==> src/sv/sha1_message_hasher_core_defines.svh <==
// assertion macros of the sha-1 hasher rtl, used by the controller
`ifndef SHA1_MESSAGE_HASHER_CORE_DEFINES_SVH
`define SHA1_MESSAGE_HASHER_CORE_DEFINES_SVH

// same-cycle implication, disabled while reset is asserted
`define SHA1_ASSERT_NOW(label, clk, rst_n, ante, cons, msg) \
    label: assert property (@(posedge clk) disable iff (!(rst_n)) (ante) |-> (cons)) \
        else $error(msg);

// next-cycle implication, disabled while reset is asserted
`define SHA1_ASSERT_NEXT(label, clk, rst_n, ante, cons, msg) \
    label: assert property (@(posedge clk) disable iff (!(rst_n)) (ante) |=> (cons)) \
        else $error(msg);

`endif

==> src/sv/sha1_pkg.sv <==
// types, constants and round functions of the sha-1 hasher
`default_nettype none
package sha1_pkg;

    localparam int unsigned NUM_WORDS  = 5;
    localparam int unsigned NUM_ROUNDS = 80;
    localparam int unsigned BLOCK_BITS = 512;

    localparam logic [31:0] H_INIT [NUM_WORDS] = '{
        32'h67452301, 32'hEFCDAB89, 32'h98BADCFE, 32'h10325476, 32'hC3D2E1F0
    };

    localparam logic [31:0] K_0 = 32'h5A827999;
    localparam logic [31:0] K_1 = 32'h6ED9EBA1;
    localparam logic [31:0] K_2 = 32'h8F1BBCDC;
    localparam logic [31:0] K_3 = 32'hCA62C1D6;

    localparam logic [7:0] PAD_BYTE   = 8'h80;
    // 448 bits into the block, where the length field starts
    localparam logic [5:0] LEN_POS    = 6'(448 / 8);
    localparam logic [5:0] BLOCK_LAST = 6'd63;
    localparam logic [6:0] ROUND_LAST = 7'(NUM_ROUNDS - 1);
    localparam logic [2:0] WORD_LAST  = 3'(NUM_WORDS - 1);

    typedef enum logic [2:0] {
        S_IDLE,
        S_LOAD,
        S_ROUND,
        S_ADD,
        S_PAD_80,
        S_PAD_ZERO,
        S_PAD_LEN,
        S_OUT
    } t_state;

    typedef enum logic [1:0] {
        PUSH_DATA,
        PUSH_80,
        PUSH_ZERO,
        PUSH_LEN
    } t_push_sel;

    typedef enum logic [1:0] {
        PH_CH,
        PH_PAR1,
        PH_MAJ,
        PH_PAR2
    } t_phase;

    typedef struct packed {
        logic      push;
        t_push_sel push_sel;
        logic      latch_len;
        logic      load_work;
        logic      round;
        t_phase    phase;
        logic      add_chain;
        logic      init;
    } t_dp_cmd;

    typedef struct packed {
        logic [5:0] pos;
    } t_dp_sts;

    function automatic logic [31:0] round_f(input t_phase ph, input logic [31:0] b,
                                           input logic [31:0] c, input logic [31:0] d);
        logic [31:0] f;
        case (ph)
            PH_CH:   f = (b & c) | (~b & d);
            PH_MAJ:  f = (b & c) | (b & d) | (c & d);
            default: f = b ^ c ^ d;
        endcase
        return f;
    endfunction

    function automatic logic [31:0] round_k(input t_phase ph);
        logic [31:0] k;
        case (ph)
            PH_CH:   k = K_0;
            PH_PAR1: k = K_1;
            PH_MAJ:  k = K_2;
            default: k = K_3;
        endcase
        return k;
    endfunction

endpackage
`default_nettype wire

==> src/sv/sha1_ifs.sv <==
// request channels of the sha-1 hasher: message bytes in, digest words out
`default_nettype none
interface sha1_in_if;
    logic       valid;
    logic       ready;
    logic [7:0] data_byte;
    logic       has_byte;
    logic       end_of_message;

    modport source (output valid, output data_byte, output has_byte,
                    output end_of_message, input ready);
    modport sink   (input valid, input data_byte, input has_byte,
                    input end_of_message, output ready);
endinterface

interface sha1_out_if;
    logic        valid;
    logic        ready;
    logic [31:0] digest_word;
    logic [2:0]  word_index;
    logic        last_word;

    modport source (output valid, output digest_word, output word_index,
                    output last_word, input ready);
    modport sink   (input valid, input digest_word, input word_index,
                    input last_word, output ready);
endinterface
`default_nettype wire

==> src/sv/sha1_message_hasher_core.sv <==
// top level of the sha-1 message hasher: controller and datapath joined to the channels
`default_nettype none
// SHA-1 (RFC 3174) hasher taking the message one byte per request on i_msg. A request
// with has_byte low carries no byte, so a lone end_of_message request hashes the empty
// message. Ordinary bytes are taken one per cycle: each byte shifts straight into a
// 512-bit message schedule line. The 64th byte of a block starts a compression (a load
// step, 80 rounds through a single round unit, an add step into the chaining words)
// during which no request is taken. On end_of_message the block pads with 0x80, zeros
// up to byte 56 and the big-endian 64-bit bit count (it wraps modulo 2^64), one byte
// per cycle between compressions plus a step with no push on reaching byte 56; the
// padding takes one or two compressions. The digest then leaves on o_digest as five
// 32-bit words, H0 first, word_index 0 to 4 and last_word set on the fifth; no new
// message byte is taken until all five have been accepted. After the fifth word the
// chaining words and the bit count return to their initial values for the next message.
module sha1_message_hasher_core (
    input  wire logic  i_clk,
    input  wire logic  i_rst_n,
    sha1_in_if.sink    i_msg,
    sha1_out_if.source o_digest
);
    import sha1_pkg::*;

    t_dp_cmd     cmd;
    t_dp_sts     sts;
    logic [2:0]  word_index;
    logic [31:0] digest_word;

    // sequencing: intake, padding, round count and word output
    sha1_ctrl u_ctrl (
        .i_clk            (i_clk),
        .i_rst_n          (i_rst_n),
        .i_in_valid       (i_msg.valid),
        .o_in_ready       (i_msg.ready),
        .i_has_byte       (i_msg.has_byte),
        .i_end_of_message (i_msg.end_of_message),
        .o_out_valid      (o_digest.valid),
        .i_out_ready      (o_digest.ready),
        .o_word_index     (word_index),
        .o_last_word      (o_digest.last_word),
        .o_cmd            (cmd),
        .i_sts            (sts)
    );

    // schedule line, round unit, chaining words and length counter
    sha1_datapath u_dp (
        .i_clk         (i_clk),
        .i_rst_n       (i_rst_n),
        .i_cmd         (cmd),
        .i_data_byte   (i_msg.data_byte),
        .i_word_index  (word_index),
        .o_sts         (sts),
        .o_digest_word (digest_word)
    );

    // digest words come straight from the chaining registers, held while waiting
    assign o_digest.digest_word = digest_word;
    assign o_digest.word_index  = word_index;

endmodule
`default_nettype wire

==> src/sv/sha1_datapath.sv <==
// sha-1 datapath: message schedule shift line, round unit, chaining words, length
`default_nettype none
module sha1_datapath (
    input  wire logic             i_clk,
    input  wire logic             i_rst_n,
    input  wire sha1_pkg::t_dp_cmd i_cmd,
    input  wire logic [7:0]       i_data_byte,
    input  wire logic [2:0]       i_word_index,
    output sha1_pkg::t_dp_sts     o_sts,
    output logic [31:0]           o_digest_word
);
    import sha1_pkg::*;

    localparam int unsigned BW = BLOCK_BITS;

    logic [BW-1:0] r_w;
    logic [31:0]   r_a, r_b, r_c, r_d, r_e;
    logic [31:0]   r_h [NUM_WORDS];
    logic [63:0]   r_bits;
    logic [63:0]   r_len;

    logic [7:0]    push_byte;
    logic [31:0]   w0, w2, w8, w13, w_new, t_sum;

    // word j of the 16-word window sits at the top minus 32*j
    assign w0  = r_w[BW-1        -: 32];
    assign w2  = r_w[BW-1-32*2   -: 32];
    assign w8  = r_w[BW-1-32*8   -: 32];
    assign w13 = r_w[BW-1-32*13  -: 32];

    always_comb begin
        logic [31:0] x;
        x     = w13 ^ w8 ^ w2 ^ w0;
        w_new = {x[30:0], x[31]};
        t_sum = {r_a[26:0], r_a[31:27]} + round_f(i_cmd.phase, r_b, r_c, r_d)
              + r_e + round_k(i_cmd.phase) + w0;
    end

    always_comb begin
        case (i_cmd.push_sel)
            PUSH_DATA: push_byte = i_data_byte;
            PUSH_80:   push_byte = PAD_BYTE;
            PUSH_ZERO: push_byte = 8'h00;
            PUSH_LEN:  push_byte = r_len[63:56];
            default:   push_byte = 8'h00;
        endcase
    end

    // schedule window and working variables carry no reset
    always_ff @(posedge i_clk) begin
        if (i_cmd.push) begin
            r_w <= {r_w[BW-9:0], push_byte};
        end else if (i_cmd.round) begin
            r_w <= {r_w[BW-33:0], w_new};
        end
        if (i_cmd.load_work) begin
            r_a <= r_h[0];
            r_b <= r_h[1];
            r_c <= r_h[2];
            r_d <= r_h[3];
            r_e <= r_h[4];
        end else if (i_cmd.round) begin
            r_a <= t_sum;
            r_b <= r_a;
            r_c <= {r_b[1:0], r_b[31:2]};
            r_d <= r_c;
            r_e <= r_d;
        end
        if (i_cmd.latch_len) begin
            r_len <= r_bits + (i_cmd.push ? 64'd8 : 64'd0);
        end else if (i_cmd.push && i_cmd.push_sel == PUSH_LEN) begin
            r_len <= {r_len[55:0], 8'h00};
        end
    end

    always_ff @(posedge i_clk) begin
        if (!i_rst_n) begin
            r_h    <= H_INIT;
            r_bits <= 64'd0;
        end else begin
            if (i_cmd.init) begin
                r_h    <= H_INIT;
                r_bits <= 64'd0;
            end else begin
                if (i_cmd.add_chain) begin
                    r_h[0] <= r_h[0] + r_a;
                    r_h[1] <= r_h[1] + r_b;
                    r_h[2] <= r_h[2] + r_c;
                    r_h[3] <= r_h[3] + r_d;
                    r_h[4] <= r_h[4] + r_e;
                end
                if (i_cmd.push) begin
                    r_bits <= r_bits + 64'd8;
                end
            end
        end
    end

    assign o_sts.pos     = r_bits[8:3];
    assign o_digest_word = r_h[i_word_index];

endmodule
`default_nettype wire

==> src/sv/sha1_ctrl.sv <==
// sha-1 controller: byte intake, padding sequence, round count, digest output
`default_nettype none
`include "sha1_message_hasher_core_defines.svh"
module sha1_ctrl (
    input  wire logic             i_clk,
    input  wire logic             i_rst_n,
    input  wire logic             i_in_valid,
    output logic                  o_in_ready,
    input  wire logic             i_has_byte,
    input  wire logic             i_end_of_message,
    output logic                  o_out_valid,
    input  wire logic             i_out_ready,
    output logic [2:0]            o_word_index,
    output logic                  o_last_word,
    output sha1_pkg::t_dp_cmd     o_cmd,
    input  wire sha1_pkg::t_dp_sts i_sts
);
    import sha1_pkg::*;

    t_state     r_state, n_state;
    t_state     r_ret, n_ret;
    logic [6:0] r_round, n_round;
    logic [2:0] r_word, n_word;

    logic       in_acc, out_acc, at_last;

    assign at_last = (i_sts.pos == BLOCK_LAST);

    always_ff @(posedge i_clk) begin
        if (!i_rst_n) begin
            r_state <= S_IDLE;
            r_ret   <= S_IDLE;
            r_round <= 7'd0;
            r_word  <= 3'd0;
        end else begin
            r_state <= n_state;
            r_ret   <= n_ret;
            r_round <= n_round;
            r_word  <= n_word;
        end
    end

    always_comb begin
        n_state     = r_state;
        n_ret       = r_ret;
        n_round     = r_round;
        n_word      = r_word;
        o_cmd       = '0;
        o_in_ready  = 1'b0;
        o_out_valid = 1'b0;
        in_acc      = 1'b0;
        out_acc     = 1'b0;

        if (r_round < 7'd20) begin
            o_cmd.phase = PH_CH;
        end else if (r_round < 7'd40) begin
            o_cmd.phase = PH_PAR1;
        end else if (r_round < 7'd60) begin
            o_cmd.phase = PH_MAJ;
        end else begin
            o_cmd.phase = PH_PAR2;
        end

        case (r_state)
            S_IDLE: begin
                o_in_ready = 1'b1;
                in_acc     = i_in_valid;
                if (in_acc) begin
                    o_cmd.push      = i_has_byte;
                    o_cmd.push_sel  = PUSH_DATA;
                    o_cmd.latch_len = i_end_of_message;
                    if (i_has_byte && at_last) begin
                        n_state = S_LOAD;
                        n_ret   = i_end_of_message ? S_PAD_80 : S_IDLE;
                    end else if (i_end_of_message) begin
                        n_state = S_PAD_80;
                    end
                end
            end
            S_LOAD: begin
                o_cmd.load_work = 1'b1;
                n_round         = 7'd0;
                n_state         = S_ROUND;
            end
            S_ROUND: begin
                o_cmd.round = 1'b1;
                if (r_round == ROUND_LAST) begin
                    n_state = S_ADD;
                end else begin
                    n_round = r_round + 7'd1;
                end
            end
            S_ADD: begin
                o_cmd.add_chain = 1'b1;
                n_state         = r_ret;
            end
            S_PAD_80: begin
                o_cmd.push     = 1'b1;
                o_cmd.push_sel = PUSH_80;
                n_state        = at_last ? S_LOAD : S_PAD_ZERO;
                n_ret          = S_PAD_ZERO;
            end
            S_PAD_ZERO: begin
                if (i_sts.pos == LEN_POS) begin
                    n_state = S_PAD_LEN;
                end else begin
                    o_cmd.push     = 1'b1;
                    o_cmd.push_sel = PUSH_ZERO;
                    if (at_last) begin
                        n_state = S_LOAD;
                        n_ret   = S_PAD_ZERO;
                    end
                end
            end
            S_PAD_LEN: begin
                o_cmd.push     = 1'b1;
                o_cmd.push_sel = PUSH_LEN;
                n_word         = 3'd0;
                if (at_last) begin
                    n_state = S_LOAD;
                    n_ret   = S_OUT;
                end
            end
            S_OUT: begin
                o_out_valid = 1'b1;
                out_acc     = i_out_ready;
                if (out_acc) begin
                    if (r_word == WORD_LAST) begin
                        o_cmd.init = 1'b1;
                        n_word     = 3'd0;
                        n_state    = S_IDLE;
                    end else begin
                        n_word = r_word + 3'd1;
                    end
                end
            end
            default: begin
                n_state = S_IDLE;
            end
        endcase
    end

    assign o_word_index = r_word;
    assign o_last_word  = (r_word == WORD_LAST);

    `SHA1_ASSERT_NOW(a_round_range, i_clk, i_rst_n, 1'b1, r_round <= ROUND_LAST, "round count out of range")
    `SHA1_ASSERT_NOW(a_no_overlap, i_clk, i_rst_n, o_out_valid, !o_in_ready, "input taken while digest pending")
    `SHA1_ASSERT_NEXT(a_back_idle, i_clk, i_rst_n, out_acc && o_last_word, r_state == S_IDLE && r_word == 3'd0, "no return to idle after last word")
    `SHA1_ASSERT_NEXT(a_load_round, i_clk, i_rst_n, o_cmd.load_work, r_state == S_ROUND && r_round == 7'd0, "rounds did not start after load")

endmodule
`default_nettype wire

==> src/flat_wrapper.sv <==
// flat-port wrapper written by rule: the top's interface ports become plain ports
module sha1_message_hasher_core_flat import sha1_pkg::*;
  (i_clk, i_rst_n, i_msg_valid, i_msg_data_byte, i_msg_has_byte, i_msg_end_of_message, i_msg_ready, o_digest_valid, o_digest_digest_word, o_digest_word_index, o_digest_last_word, o_digest_ready);
  sha1_in_if i_msg_i ();
  sha1_out_if o_digest_i ();
  input  wire logic i_clk;
  input  wire logic i_rst_n;
  input wire logic [$bits(i_msg_i.valid)-1:0] i_msg_valid;
  input wire logic [$bits(i_msg_i.data_byte)-1:0] i_msg_data_byte;
  input wire logic [$bits(i_msg_i.has_byte)-1:0] i_msg_has_byte;
  input wire logic [$bits(i_msg_i.end_of_message)-1:0] i_msg_end_of_message;
  output wire logic [$bits(i_msg_i.ready)-1:0] i_msg_ready;
  output wire logic [$bits(o_digest_i.valid)-1:0] o_digest_valid;
  output wire logic [$bits(o_digest_i.digest_word)-1:0] o_digest_digest_word;
  output wire logic [$bits(o_digest_i.word_index)-1:0] o_digest_word_index;
  output wire logic [$bits(o_digest_i.last_word)-1:0] o_digest_last_word;
  input wire logic [$bits(o_digest_i.ready)-1:0] o_digest_ready;
  assign i_msg_i.valid = i_msg_valid;
  assign i_msg_i.data_byte = i_msg_data_byte;
  assign i_msg_i.has_byte = i_msg_has_byte;
  assign i_msg_i.end_of_message = i_msg_end_of_message;
  assign i_msg_ready = i_msg_i.ready;
  assign o_digest_valid = o_digest_i.valid;
  assign o_digest_digest_word = o_digest_i.digest_word;
  assign o_digest_word_index = o_digest_i.word_index;
  assign o_digest_last_word = o_digest_i.last_word;
  assign o_digest_i.ready = o_digest_ready;
  sha1_message_hasher_core u_core (.i_clk(i_clk), .i_rst_n(i_rst_n), .i_msg(i_msg_i), .o_digest(o_digest_i));
endmodule
==> config.mk <==
export PLATFORM = sky130hd
export DESIGN_NAME = sha1_message_hasher_core_flat
export DESIGN_NICKNAME = d
export VERILOG_FILES = /design/src/sv/sha1_pkg.sv /design/src/sv/sha1_ifs.sv /design/src/sv/sha1_message_hasher_core.sv /design/src/sv/sha1_datapath.sv /design/src/sv/sha1_ctrl.sv /design/src/flat_wrapper.sv
export VERILOG_INCLUDE_DIRS = /design/src /design/src/sv
export SDC_FILE = /design/constraint.sdc
export NUM_CORES = 2
export LEC_CHECK = 0
export ABC_AREA = 1
export BUFFER_PORTS_ARGS = -buffer_cell sky130_fd_sc_hd__buf_2
export CAP_MARGIN = 10
export CORE_AREA = 2 2 311 313
export CTS_BUF_LIST = sky130_fd_sc_hd__clkbuf_8
export DETAILED_ROUTE_END_ITERATION = 8
export DIE_AREA = 0 0 313 315
export PLACE_DENSITY = 0.8
export SYNTH_ARGS = -nofsm -noshare
export SYNTH_HDL_FRONTEND = slang
export SYNTH_SLANG_ARGS = --single-unit
==> constraint.sdc <==
create_clock -name i_clk -period 34.4 [get_ports i_clk]
set_clock_uncertainty 0.05 [all_clocks]
set_input_delay 6.88 -clock i_clk [delete_from_list [all_inputs] [get_ports i_clk]]
set_output_delay 6.88 -clock i_clk [all_outputs]
set_load 0.01 [all_outputs]
# [After elaboration in Yosys (flattened, before gate mapping)]
# Index checks and enable logic that the tools add are counted.
[totals] ff_bits=976 inputBits=14 output_inout_bits=38 elab_cells=149
[classes] n_addsub=13 magnitude_cmp=4 n_eq_ne=26 n_mux=58 bitwise=15 reduce_logical=16
[op_table] op="2-to-1 mux 512 bit" count=2
[op_table] op="2-to-1 mux 32 bit" count=12
[op_table] op="adder 32 bit" count=9
[op_table] op="bitwise XOR 32 bit" count=5
[op_table] op="AND 32 bit" count=4
[op_table] op="2-to-1 mux 64 bit" count=2
[op_table] op="binary-select mux 32 bit (select 3 bit)" count=1
[op_table] op="OR 32 bit" count=3
[op_table] op="case mux 32 bit (3 select lines)" count=1
[op_table] op="adder 64 x 4 -> 64 bit" count=1
[op_table] op="adder 64 x 4 -> 64 bit, second input constant" count=1
[op_table] op="case mux 32 bit (2 select lines)" count=1
[op_table] op="2-to-1 mux 3 bit" count=18
[op_table] op="inverter 32 bit" count=1
[op_table] op="case mux 8 bit (4 select lines)" count=1
[op_table] op="case mux 3 bit (4 select lines)" count=2
[op_table] op="case mux 3 bit (8 select lines)" count=1
[op_table] op="!= test 2 bit, second input constant" count=9
[op_table] op="equality test 3 bit, second input constant" count=5
[op_table] op="< comparator 7 x 6 -> 1 bit, second input constant" count=2
[op_table] op="case mux 7 bit (2 select lines)" count=1
[op_table] op="equality test 6 bit, second input constant" count=2
[op_table] op="2-to-1 mux 1 bit" count=10
[op_table] op="nonzero test 2 bit" count=5
[op_table] op="24 further kinds" count=33

# [Longest topological paths before layout]
[depth] ltp_word=12 mapped_depth=27 mapped_depth_nobuf=26

# [Hierarchy]
# A second synthesis with hierarchy kept.
[unflattened] cells_unflattened=7767 hier_area_um2=60199.0
[modules_own_cells] module="sha1_datapath" instances=1 cells_per_inst=7579 area_each_um2=59064.1 seq_area_each_um2=26435.4
[modules_own_cells] module="sha1_ctrl" instances=1 cells_per_inst=188 area_each_um2=1134.8 seq_area_each_um2=320.3

# [Worst setup path after synthesis]
# Ideal clock, no wire load.
[synth_timing] kind="input to register" start="input i_msg_valid" end="register u_core.u_dp.r_w[0], enable pin" setup_time_ns=3.676 arrival_ns=15.894 required_ns=30.674 path_slack_ns=14.779 path_stages=8 path_buffers=2 path_cell_list="nand2_1 -> nor2_4 -> inv_2 -> nand4_4 -> inv_2 -> buf_2 -> buf_2 -> nand2_1"
[synth_via] elab_chain_cells=3
[synth_rtl] item="start, declared" line="flat_wrapper.sv:8" source="input wire logic [$bits(i_msg_i.valid)-1:0] i_msg_valid;"
[synth_rtl] item="2-to-1 mux 4 bit" line="sha1_ctrl.sv:68" source="if (in_acc) begin"
[synth_rtl] item="case mux 3 bit (4 select lines)" line="sha1_ctrl.sv:64" source="case (r_state)"
[synth_rtl] item="nonzero test 2 bit (no source line)"
[synth_rtl] item="end signal, assigned" line="sha1_datapath.sv:52" source="r_w <= {r_w[BW-9:0], push_byte};"
[synth_rtl] item="end signal, assigned" line="sha1_datapath.sv:54" source="r_w <= {r_w[BW-33:0], w_new};"
[synth_rtl] item="end, declared" line="sha1_datapath.sv:16" source="logic [BW-1:0] r_w;"
# No other way between the ends.
# A chain may end at the register's enable or synchronous reset.

# [Final worst setup path]
[layout_timing] start="input i_msg_valid" end="register u_core.u_dp.r_w[445], enable pin"
# The elaborated chain is that of the path after synthesis.

==> impl_metrics.env <==
export IMPL_status="finished, violations left"
export IMPL_failed_checks="max-capacitance violations, max-slew violations"
export IMPL_required_ps=34830
export IMPL_arrival_ps=12090
export IMPL_synth_seq_area_share_pct=44.2
export IMPL_maxCapViolations=1
export IMPL_hpwl_mm=144
export IMPL_syn_inst=7842
export IMPL_htree_levels=4
export IMPL_cts_resized=0
export IMPL_final_setup_tns_ps=0
export IMPL_synth_area_leaders="edfxtp_1 (36%), nand2_1 (19%), dfxtp_1 (7.8%), inv_1 (5.3%), o21ai_0 (4.6%)"
export IMPL_drt_pre_antenna_iters=7
export IMPL_final_nets=8161
export IMPL_regToRegEndpoint="u_core.u_dp.r_a[27]"
export IMPL_critPathCaptureType="flop"
export IMPL_tightest_slew_ps=1610
export IMPL_place_ws_ps=22020
export IMPL_finalCriticalPeriod_ps=11660
export IMPL_start_util_pct=63.3
export IMPL_hold_buffers=0
export IMPL_critPathKind="input port to flop"
export IMPL_via_per_inst=5.88
export IMPL_timing_rr_start="u_core.u_ctrl.r_round[4]"
export IMPL_grt_overflow=0
export IMPL_insertion_delay_ps=900
export IMPL_ys_seq_elements=970
export IMPL_yosys_area_top_type="edfxtp_1"
export IMPL_hold_violations=0
export IMPL_setup_slack_ps=22740
export IMPL_die_w_um=313
export IMPL_fmax_mhz=85.8
export IMPL_startpoint_type="input port"
export IMPL_path_clk_slew_ps=50
export IMPL_dieArea_mm2=0.0986
export IMPL_mostFrequentLayoutCells="nand2_1 (2990), inv_1 (915), edfxtp_1 (733), o21ai_0 (553), nor2_1 (484)"
export IMPL_grtUsageTotal_pct=39.1
export IMPL_setup_viol=0
export IMPL_drc=0
export IMPL_antenna_found_initial=9
export IMPL_crit_fanout=201
export IMPL_syn_nets=8186
export IMPL_drt_first_iter_violations=7467
export IMPL_syn_avg_cell_area_um2=7.73
export IMPL_maxSlewHeadroom_pct=-8.56
export IMPL_cts_buffers=169
export IMPL_worstRegToRegCells=24
export IMPL_grt_pass1_wl_mm=292
export IMPL_final_common_cell="nand2_1"
export IMPL_reg2reg_slack_ps=27760
export IMPL_cts_tree="built"
export IMPL_synth_top_cell_area_share_pct=36.3
export IMPL_maxSlewViolCount=3
export IMPL_vias=54300
export IMPL_clock_sinks=970
export IMPL_grt_max_degree=240
export IMPL_grt_pass1_vias=49500
export IMPL_synthArstFlopShare_pct=0
export IMPL_gp_congestion=1.07
export IMPL_synth_edf_count=733
export IMPL_cts_max_path_buffers=3
export IMPL_finalCritPeriodShare_pct=33.9
export IMPL_syn_area_mm2=0.0606
export IMPL_whs_endpoint="u_core.u_ctrl.r_ret[1]"
export IMPL_yosysWarningCount=0
export IMPL_hold_path_depth=2
export IMPL_die_y_um=315
export IMPL_coreArea_mm2=0.0957
export IMPL_io_buffers=51
export IMPL_hp_start="u_core.u_ctrl.r_ret[1]"
export IMPL_drt_wl_total_mm=196
export IMPL_cts_setup_buffers=0
export IMPL_drive_above_1_share_pct=4.54
export IMPL_post_drt_wl_per_cell_um=21.2
export IMPL_rsz0062_at_grt="no"
export IMPL_std_cell_rows=114
export IMPL_synth_ff_type="edfxtp_1"
export IMPL_root_buffer="clkbuf_8"
export IMPL_io_pins=52
export IMPL_finish_utilization_pct=67.7
export IMPL_ys_types=47
export IMPL_ant_nets=0
export IMPL_areaGrowthSynthToFinish_pct=6.92
export IMPL_hp_class="flop to flop"
[cell type report]
cell class	count	area, um2
Antenna cell	1	2.50
Clock buffer	186	2560
Clock inverter	122	811
Fill cell	8183	30900
Inverter	874	3290
Multi-Input combinational cell	5718	29200
Sequential cell	970	26800
Tap cell	1276	1600
Timing Repair Buffer	84	553
[layer usage]
metal  global-route usage, %  vias up  routed length (um)
met2                    54.6     3003               79800
met3                    12.6      453               26700
met5                   0.629        -                 172
met1                    56.4    25400               80900
met4                    15.3       14                8200
li1                        -    25400                   -
[sequential cells by signal, indices dropped and copies added, names as in the netlist, 32 cells and up]
name                flops
u_core.u_dp.r_a        32
u_core.u_dp.r_b        32
u_core.u_dp.r_bits     61
u_core.u_dp.r_c        32
u_core.u_dp.r_d        32
u_core.u_dp.r_e        32
u_core.u_dp.r_h       160
u_core.u_dp.r_len      61
u_core.u_dp.r_w       512
[stage by stage]
step           cells  instance area [um2]  hold WS, ps
2_1_floorplan   7842                60600          391
3_3_place_gp    8922                61400          405
3_5_place_dp    8922                61400          418
4_1_cts         9230                64800          427
5_1_grt         9231                64800          440
6_report        9231                64800          428
[logic make-up (layout without fill, tap and decap cells)]
| logic type | Yosys count | in the layout | synth area share, % |
|---|---|---|---|
| adders and majority gates | 330 | 330 | 8.36 |
| and+or+nand+nor | 3995 | 3995 | 26.3 |
| buffers and inverters | 1154 | 1266 | 7.68 |
| other | 0 | 1 | 0 |
| xor gates and xnor gates | 226 | 226 | 3.27 |
| DFF | 970 | 970 | 44.2 |
| AOI/OAI and AO/OA | 1167 | 1167 | 10.2 |
[worst max-delay path by stage]
stage / start / endpoint / slack [ps] / cells after the start
2_1_floorplan: i_msg_valid / u_core.u_dp.r_w[0] / 14780 / 8
4_1_cts: i_msg_valid / u_core.u_dp.r_w[445] / 22990 / 10
5_1_grt: i_msg_valid / u_core.u_dp.r_w[140] / 22500 / 10
3_5_place_dp: i_msg_valid / u_core.u_dp.r_w[252] / 22020 / 10
6_report: i_msg_valid / u_core.u_dp.r_w[445] / 22740 / 10
3_3_place_gp: i_msg_valid / u_core.u_dp.r_w[228] / 22070 / 10
[cells in the mapped netlist (110+ instances only)]
cell / instances
nand2_1: 2993
inv_1: 861
edfxtp_1: 733
o21ai_0: 554
nor2_1: 485
a21oi_1: 458
nand3_1: 308
dfxtp_1: 237
ha_1: 205
fa_1: 125
xor2_1: 121
clkbuf_1: 110
[critical path: stages]
cell	delay (ps)
buf_2	80
nand2_1	90
nor2_4	390
inv_2	80
nand4_4	480
inv_8	400
nand2_4	690
buf_12	690
buf_12	730
buf_4	1020
Power is left out: the tool's default activity adds up to more than one toggle a clock period on the data nets, which glitch-free logic cannot reach.
